==> config.mk <==
export PLATFORM = sky130hd
export DESIGN_NAME = md5_message_digest_unit
export DESIGN_NICKNAME = d
export VERILOG_FILES = /design/src/sv/md5_pkg.sv /design/src/sv/md5_ram.sv /design/src/sv/md5_round.sv /design/src/sv/md5_message_digest_unit.sv
export SDC_FILE = /design/constraint.sdc
export NUM_CORES = 2
export LEC_CHECK = 0
export BUFFER_PORTS_ARGS = -buffer_cell sky130_fd_sc_hd__clkbuf_2
export CORE_MARGIN = 10
export CORE_UTILIZATION = 40
export CTS_CLUSTER_DIAMETER = 80
export CTS_CLUSTER_SIZE = 40
export DETAILED_ROUTE_END_ITERATION = 10
export SYNTH_ARGS = -nofsm -noshare
export SYNTH_HDL_FRONTEND = slang
export SYNTH_SLANG_ARGS = --single-unit
==> constraint.sdc <==
create_clock -name clk_i -period 20.7 [get_ports clk_i]
set_clock_uncertainty 0.1 [all_clocks]
set_input_delay 2.07 -clock clk_i [delete_from_list [all_inputs] [get_ports clk_i]]
set_output_delay 2.07 -clock clk_i [all_outputs]
set_load 0.03 [all_outputs]
==> src/sv/md5_pkg.sv <==
// md5 message digest: shared types, initial chain values and round tables
// used by the round datapath and the top level; no dependencies
package md5_pkg;

  typedef struct packed {
    logic [31:0] a;
    logic [31:0] b;
    logic [31:0] c;
    logic [31:0] d;
  } md5_abcd_t;

  localparam int unsigned BufDepth = 16;
  localparam int unsigned BufAddrW = 4;

  localparam logic [31:0] InitA = 32'h67452301;
  localparam logic [31:0] InitB = 32'hefcdab89;
  localparam logic [31:0] InitC = 32'h98badcfe;
  localparam logic [31:0] InitD = 32'h10325476;

  localparam logic [31:0] PadWord = 32'h00000080;
  localparam logic [2:0]  FullBytes = 3'd4;
  localparam logic [BufAddrW-1:0] LenLoPos = 4'd14;
  localparam logic [BufAddrW-1:0] LastPos  = 4'd15;
  localparam logic [5:0]  LastRound = 6'd63;

  typedef enum logic [4:0] {
    ST_IDLE  = 5'b00001,
    ST_PAD   = 5'b00010,
    ST_ROUND = 5'b00100,
    ST_DONE  = 5'b01000,
    ST_SPARE = 5'b10000
  } md5_state_e;

  function automatic logic [BufAddrW-1:0] md5_msg_idx(input logic [5:0] rnd);
    logic [3:0] r;
    logic [3:0] idx;
    r = rnd[3:0];
    case (rnd[5:4])
      2'd0:    idx = r;
      2'd1:    idx = {r[1:0], 2'b00} + r + 4'd1;
      2'd2:    idx = {r[2:0], 1'b0} + r + 4'd5;
      default: idx = {r[0], 3'b000} - r;
    endcase
    return idx;
  endfunction

  function automatic logic [4:0] md5_rot(input logic [5:0] rnd);
    logic [4:0] s;
    case ({rnd[5:4], rnd[1:0]})
      4'h0: s = 5'd7;   4'h1: s = 5'd12;  4'h2: s = 5'd17;  4'h3: s = 5'd22;
      4'h4: s = 5'd5;   4'h5: s = 5'd9;   4'h6: s = 5'd14;  4'h7: s = 5'd20;
      4'h8: s = 5'd4;   4'h9: s = 5'd11;  4'ha: s = 5'd16;  4'hb: s = 5'd23;
      4'hc: s = 5'd6;   4'hd: s = 5'd10;  4'he: s = 5'd15;  default: s = 5'd21;
    endcase
    return s;
  endfunction

  function automatic logic [31:0] md5_k(input logic [5:0] rnd);
    logic [31:0] k;
    case (rnd)
      6'd0:  k = 32'hd76aa478;  6'd1:  k = 32'he8c7b756;
      6'd2:  k = 32'h242070db;  6'd3:  k = 32'hc1bdceee;
      6'd4:  k = 32'hf57c0faf;  6'd5:  k = 32'h4787c62a;
      6'd6:  k = 32'ha8304613;  6'd7:  k = 32'hfd469501;
      6'd8:  k = 32'h698098d8;  6'd9:  k = 32'h8b44f7af;
      6'd10: k = 32'hffff5bb1;  6'd11: k = 32'h895cd7be;
      6'd12: k = 32'h6b901122;  6'd13: k = 32'hfd987193;
      6'd14: k = 32'ha679438e;  6'd15: k = 32'h49b40821;
      6'd16: k = 32'hf61e2562;  6'd17: k = 32'hc040b340;
      6'd18: k = 32'h265e5a51;  6'd19: k = 32'he9b6c7aa;
      6'd20: k = 32'hd62f105d;  6'd21: k = 32'h02441453;
      6'd22: k = 32'hd8a1e681;  6'd23: k = 32'he7d3fbc8;
      6'd24: k = 32'h21e1cde6;  6'd25: k = 32'hc33707d6;
      6'd26: k = 32'hf4d50d87;  6'd27: k = 32'h455a14ed;
      6'd28: k = 32'ha9e3e905;  6'd29: k = 32'hfcefa3f8;
      6'd30: k = 32'h676f02d9;  6'd31: k = 32'h8d2a4c8a;
      6'd32: k = 32'hfffa3942;  6'd33: k = 32'h8771f681;
      6'd34: k = 32'h6d9d6122;  6'd35: k = 32'hfde5380c;
      6'd36: k = 32'ha4beea44;  6'd37: k = 32'h4bdecfa9;
      6'd38: k = 32'hf6bb4b60;  6'd39: k = 32'hbebfbc70;
      6'd40: k = 32'h289b7ec6;  6'd41: k = 32'heaa127fa;
      6'd42: k = 32'hd4ef3085;  6'd43: k = 32'h04881d05;
      6'd44: k = 32'hd9d4d039;  6'd45: k = 32'he6db99e5;
      6'd46: k = 32'h1fa27cf8;  6'd47: k = 32'hc4ac5665;
      6'd48: k = 32'hf4292244;  6'd49: k = 32'h432aff97;
      6'd50: k = 32'hab9423a7;  6'd51: k = 32'hfc93a039;
      6'd52: k = 32'h655b59c3;  6'd53: k = 32'h8f0ccc92;
      6'd54: k = 32'hffeff47d;  6'd55: k = 32'h85845dd1;
      6'd56: k = 32'h6fa87e4f;  6'd57: k = 32'hfe2ce6e0;
      6'd58: k = 32'ha3014314;  6'd59: k = 32'h4e0811a1;
      6'd60: k = 32'hf7537e82;  6'd61: k = 32'hbd3af235;
      6'd62: k = 32'h2ad7d2bb;  default: k = 32'heb86d391;
    endcase
    return k;
  endfunction

endpackage

==> src/sv/md5_ram.sv <==
// md5 message digest: generic single-write, single-read ram with registered read
// no dependencies
module md5_ram #(
  parameter int unsigned Width = 32,
  parameter int unsigned Depth = 16
) (
  input  logic                     clk_i,
  input  logic                     we_i,
  input  logic [$clog2(Depth)-1:0] waddr_i,
  input  logic [Width-1:0]         wdata_i,
  input  logic [$clog2(Depth)-1:0] raddr_i,
  output logic [Width-1:0]         rdata_o
);

  logic [Width-1:0] mem_q [Depth];
  logic [Width-1:0] rdata_q;

  always_ff @(posedge clk_i) begin
    if (we_i) begin
      mem_q[waddr_i] <= wdata_i;
    end
    rdata_q <= mem_q[raddr_i];
  end

  assign rdata_o = rdata_q;

endmodule

==> src/sv/md5_round.sv <==
// md5 message digest: one compression round (boolean function, adds, rotate)
// depends on md5_pkg
module md5_round import md5_pkg::*; (
  input  md5_abcd_t   cur_i,
  input  logic [31:0] msg_i,
  input  logic [5:0]  rnd_i,
  output md5_abcd_t   nxt_o
);

  logic [31:0] f;
  logic [31:0] sum;
  logic [63:0] rot_wide;

  always_comb begin
    case (rnd_i[5:4])
      2'd0:    f = (cur_i.b & cur_i.c) | (~cur_i.b & cur_i.d);
      2'd1:    f = (cur_i.b & cur_i.d) | (cur_i.c & ~cur_i.d);
      2'd2:    f = cur_i.b ^ cur_i.c ^ cur_i.d;
      default: f = cur_i.c ^ (cur_i.b | ~cur_i.d);
    endcase
  end

  assign sum      = cur_i.a + f + msg_i + md5_k(rnd_i);
  assign rot_wide = {sum, sum} << md5_rot(rnd_i);

  assign nxt_o.a = cur_i.d;
  assign nxt_o.b = rot_wide[63:32] + cur_i.b;
  assign nxt_o.c = cur_i.b;
  assign nxt_o.d = cur_i.c;

endmodule

==> src/sv/md5_message_digest_unit.sv <==
// md5 message digest: top level with word buffer, padding sequencer and round loop
// depends on md5_pkg, md5_ram and md5_round
//
// usage
// - input channel: message_word_i with valid_bytes_i and last_word_i, handshake
//   in_valid_i / in_stall_o; a word is taken when valid is high and stall low
// - output channel: digest_a_o..digest_d_o, handshake out_valid_o / out_stall_i
// - words are written into a 16-entry buffer ram, one per cycle unless stalled;
//   the sixteenth word of a block starts the rounds, one round per cycle,
//   during which the input is stalled
// - on a last word the block writes the pad and length words one per cycle,
//   then compresses once or twice; afterwards the digest is loaded into the output
//   register and the chain returns to its initial values
// - a new message may start while the digest waits in the output register;
//   only the next digest waits for the old one to be taken
// - reset clears the chain, counters and output valid; no clearing pass is
//   needed since every buffer entry is written before it is read
module md5_message_digest_unit import md5_pkg::*; (
  input  logic        clk_i,
  input  logic        rst_ni,
  input  logic        in_valid_i,
  output logic        in_stall_o,
  input  logic [31:0] message_word_i,
  input  logic [2:0]  valid_bytes_i,
  input  logic        last_word_i,
  output logic        out_valid_o,
  input  logic        out_stall_i,
  output logic [31:0] digest_a_o,
  output logic [31:0] digest_b_o,
  output logic [31:0] digest_c_o,
  output logic [31:0] digest_d_o
);

  md5_state_e state_q, state_d;
  md5_abcd_t  chain_q, chain_d;
  md5_abcd_t  work_q, work_d;
  md5_abcd_t  round_nxt;
  md5_abcd_t  dig_q, dig_d;
  logic [BufAddrW-1:0] pos_q, pos_d;
  logic [60:0] len_q, len_d;
  logic [5:0]  rnd_q, rnd_d;
  logic        fin_q, fin_d;
  logic        need80_q, need80_d;
  logic        lo_done_q, lo_done_d;
  logic        hi_done_q, hi_done_d;
  logic        out_valid_q, out_valid_d;

  logic                we;
  logic [31:0]         wdata;
  logic [BufAddrW-1:0] raddr;
  logic [31:0]         rdata;
  logic                accept;
  logic [2:0]          vb;
  logic [31:0]         last_data;
  logic [63:0]         bit_len;

  md5_ram #(
    .Width(32),
    .Depth(BufDepth)
  ) u_buf (
    .clk_i  (clk_i),
    .we_i   (we),
    .waddr_i(pos_q),
    .wdata_i(wdata),
    .raddr_i(raddr),
    .rdata_o(rdata)
  );

  md5_round u_round (
    .cur_i(work_q),
    .msg_i(rdata),
    .rnd_i(rnd_q),
    .nxt_o(round_nxt)
  );

  assign accept  = in_valid_i && (state_q == ST_IDLE);
  assign vb      = (valid_bytes_i > FullBytes) ? FullBytes : valid_bytes_i;
  assign bit_len = {len_q, 3'b000};
  assign raddr   = (state_q == ST_ROUND) ? md5_msg_idx(rnd_q + 6'd1) : md5_msg_idx(6'd0);

  always_comb begin
    case (vb)
      3'd0:    last_data = PadWord;
      3'd1:    last_data = {16'h0000, PadWord[7:0], message_word_i[7:0]};
      3'd2:    last_data = {8'h00, PadWord[7:0], message_word_i[15:0]};
      3'd3:    last_data = {PadWord[7:0], message_word_i[23:0]};
      default: last_data = message_word_i;
    endcase
  end

  always_comb begin
    state_d     = state_q;
    chain_d     = chain_q;
    work_d      = work_q;
    dig_d       = dig_q;
    pos_d       = pos_q;
    len_d       = len_q;
    rnd_d       = rnd_q;
    fin_d       = fin_q;
    need80_d    = need80_q;
    lo_done_d   = lo_done_q;
    hi_done_d   = hi_done_q;
    out_valid_d = out_valid_q && out_stall_i;
    we          = 1'b0;
    wdata       = message_word_i;

    case (state_q)
      ST_IDLE: begin
        if (accept) begin
          we = 1'b1;
          if (last_word_i) begin
            len_d    = len_q + 61'(vb);
            wdata    = last_data;
            fin_d    = 1'b1;
            need80_d = (vb == FullBytes);
            state_d  = ST_PAD;
          end else begin
            len_d = len_q + 61'd4;
          end
        end
      end
      ST_PAD: begin
        we = 1'b1;
        if (need80_q) begin
          wdata    = PadWord;
          need80_d = 1'b0;
        end else if (pos_q == LenLoPos) begin
          wdata     = bit_len[31:0];
          lo_done_d = 1'b1;
        end else if (pos_q == LastPos && lo_done_q) begin
          wdata     = bit_len[63:32];
          hi_done_d = 1'b1;
        end else begin
          wdata = 32'h0;
        end
      end
      ST_ROUND: begin
        work_d = round_nxt;
        rnd_d  = rnd_q + 6'd1;
        if (rnd_q == LastRound) begin
          chain_d.a = chain_q.a + round_nxt.a;
          chain_d.b = chain_q.b + round_nxt.b;
          chain_d.c = chain_q.c + round_nxt.c;
          chain_d.d = chain_q.d + round_nxt.d;
          if (!fin_q) begin
            state_d = ST_IDLE;
          end else if (hi_done_q) begin
            state_d = ST_DONE;
          end else begin
            state_d = ST_PAD;
          end
        end
      end
      ST_DONE: begin
        if (!out_valid_q || !out_stall_i) begin
          dig_d       = chain_q;
          out_valid_d = 1'b1;
          chain_d     = '{a: InitA, b: InitB, c: InitC, d: InitD};
          len_d       = '0;
          pos_d       = '0;
          fin_d       = 1'b0;
          lo_done_d   = 1'b0;
          hi_done_d   = 1'b0;
          state_d     = ST_IDLE;
        end
      end
      default: begin
        state_d = ST_IDLE;
      end
    endcase

    // every buffer write advances the position; the sixteenth starts the rounds
    if (we) begin
      pos_d = pos_q + 4'd1;
      if (pos_q == LastPos) begin
        work_d  = chain_q;
        rnd_d   = '0;
        state_d = ST_ROUND;
      end
    end
  end

  always_ff @(posedge clk_i or negedge rst_ni) begin
    if (!rst_ni) begin
      state_q     <= ST_IDLE;
      chain_q     <= '{a: InitA, b: InitB, c: InitC, d: InitD};
      pos_q       <= '0;
      len_q       <= '0;
      rnd_q       <= '0;
      fin_q       <= 1'b0;
      need80_q    <= 1'b0;
      lo_done_q   <= 1'b0;
      hi_done_q   <= 1'b0;
      out_valid_q <= 1'b0;
    end else begin
      state_q     <= state_d;
      chain_q     <= chain_d;
      pos_q       <= pos_d;
      len_q       <= len_d;
      rnd_q       <= rnd_d;
      fin_q       <= fin_d;
      need80_q    <= need80_d;
      lo_done_q   <= lo_done_d;
      hi_done_q   <= hi_done_d;
      out_valid_q <= out_valid_d;
    end
  end

  always_ff @(posedge clk_i) begin
    work_q <= work_d;
    dig_q  <= dig_d;
  end

  assign in_stall_o  = (state_q != ST_IDLE);
  assign out_valid_o = out_valid_q;
  assign digest_a_o  = dig_q.a;
  assign digest_b_o  = dig_q.b;
  assign digest_c_o  = dig_q.c;
  assign digest_d_o  = dig_q.d;

endmodule
==> results.ini <==
[job]
drv_cap=0

[clocking]
clk_latency_ns=0.74
postCtsSetupRepairBufs=0
cts_tree=done
postCtsHoldBufs=0
h-tree-depth=2
cts.reportedPaths.clkPinSlew_ns=0.12
cts_buffer_depth=3
cts_sinks=1009
cts_inserted_buffers=57
cts_resized=0
cts-root-buf=clkbuf_16

[grt]
grt_overflow_total=0
grt_first_pass_wirelength_um=271000
grt_max_degree=190
grt_util_met3_pct=2.83
globalRouteTotalUtil_pct=22.1
grt_pass1_vias=42431
antenna_found_initial=2
use_met2_pct=36.0
met1_usage_pct=30.0
top_usage_layer=met2

[setup_path]
slowest_delay_ns=1.00
timing_worst_setup_path_type=reg2reg
critPathCaptureType=flop
worstSetupStartpointType=flop
cp_slowest_cell=ha_1
cp_max_fo=17
critPathBufInv=5
cp.arrival_ns=14.18
required_ns=21.24
r2r_slack_ns=7.05
cp_top_family=compound AO/OA/AOI/OAI gates

[die]
initial_core_util_pct=40.2
ios=170
die_h_um=397
die_w_um=397
die_area_um2=158000
rows=138
core_um2=141000

[logic_synthesis]
synth_flop_cell=edfxtp_1
synth_fa_ha_area_share_pct=7.88
synth_enable_flop_cells=640
async_reset_ff_share_pct=20.7
ys_warn_count=0
synth_compound_area_share_pct=18.7
syn_area_um2=56900
syn_avg_cell_area_um2=9.73
synthSimpleGateAreaFrac_pct=14.9
synth_xor_area_share_pct=4.00
synth_seq_cells=1009
synthCells=5847
synth_top_family_by_area=compound AO/OA/AOI/OAI gates
ys_types=106
synthMuxAreaShare_pct=1.74
synth_seq_area_share_pct=48.7
syn_nets=6180

[routing]
drtPass1Iterations=8
routed_wl_um=180000
first_iter_violations=4106
final_antenna_net_count=0
vias_per_cell=5.79
wl_per_cell_um=23.3
drc=0
vias=44837

[layout]
syn_to_final_growth_pct=9.29
fin_util_pct=44.0
layout_common_cells=907 x nand2_1, 640 x edfxtp_1, 459 x nor2_1
layout_commonest_cell=nand2_1
finalNetCount=6138
diodes=0
fillers=13523
layout-drive-gt1-share_pct=9.69

[sta]
slew_headroom_pct=20.9
rsz0062_at_grt=no
period_needed_ns=13.65
fin_crit_sh_pct=65.9
drv_slew=0
finalSetupViolCount=0
max_clock_freq_ghz=0.0733
hold_viol_final=0
worstMarginPinSlew_ns=1.18
setup_tns_ns=0

[worst_hold_path]
worstHoldPathType=reg2reg

[place]
port_buffers=169
globalplace.congestion=0.939
hpwl_um=124000

[outcome]
outcome=complete, no violations

## flip-flops by register name, summed over array words and instances, names as in the netlist, 32 cells and up
signal	cells
chain_q	128
digest_a_o	32
digest_b_o	32
digest_c_o	32
digest_d_o	32
len_q	61
u_buf.mem_q	512
u_buf.rdata_o	32
work_q	128
## final timing paths
kind	startpoint	end	cells past startpoint
setup / recovery	rnd_q[1]	chain_q[95]	50
hold / removal	work_q[120]	work_q[120]	2
setup reg to reg	rnd_q[1]	chain_q[95]	50
hold reg to reg	work_q[120]	work_q[120]	2
max in group asynchronous	rst_ni	rnd_q[5]	2
min in group asynchronous	rst_ni	chain_q[25]	1
## worst min-delay path, stage by stage, from the launching register on
cell     delay [ns]
dfxtp_1        0.32
nand2_1        0.05
a31oi_1        0.08
## Yosys cell counts, types with 68 or more instances
library cell	number	area [µm²]
dfxtp_1	160	3200
a21oi_1	415	2080
xor2_1	135	1180
clkbuf_1	302	1130
nand3_1	119	596
nor2_1	471	1770
and2_1	134	838
inv_1	225	845
o21ai_0	263	1320
a21o_1	89	668
ha_1	225	2820
nand2_1	910	3420
a311oi_1	75	657
fa_1	68	1360
dfrtp_1	144	3600
edfxtp_1	640	19200
a211oi_1	190	1430
xnor2_1	123	1080
a31oi_1	303	1900
## layer usage
metal  vias to the layer above  part of all wire (%)
met5                         -                     0
li1                      21040                     -
met4                         0                   3.9
met3                       299                   6.1
met2                      1495                    46
met1                     22003                    44
## through the flow
| step | std cells | area [µm²] | worst slack [ns] | hold WS [ns] |
|---|---|---|---|---|
| after detailed placement | 7636 | 59700 | 7.34 | 0.368 |
| after global placement | 7636 | 59700 | 7.42 | 0.365 |
| after floorplan | 5847 | 56900 | 10.35 | 0.350 |
| after CTS | 7744 | 62200 | 7.19 | 0.389 |
| final | 7744 | 62200 | 7.05 | 0.385 |
| after global routing | 7744 | 62200 | 5.92 | 0.409 |
## layout make-up
cell class                 count  area (µm²)  area share, %
inverter                     231         875           1.41
multi-input combinational   4233       27100           43.6
clock buffer                  59        1460           2.34
clock inverter                49        1010           1.62
timing repair buffer         273        1650           2.65
sequential                  1009       27700           44.6
tap                         1890        2360           3.80
## kinds of logic after synthesis
logic type               count (synthesis)
XOR/XNOR                               259
other                                    1
flip-flops                            1009
multiplexers                            85
adder cells (fa/ha/maj)                324
buffers and inverters                  605
AO/OA/AOI/OAI                         1647
AND/OR/NAND/NOR                       1917
Power is left out: the tool's default activity adds up to more than one toggle a clock period on the data nets, which glitch-free logic cannot reach.
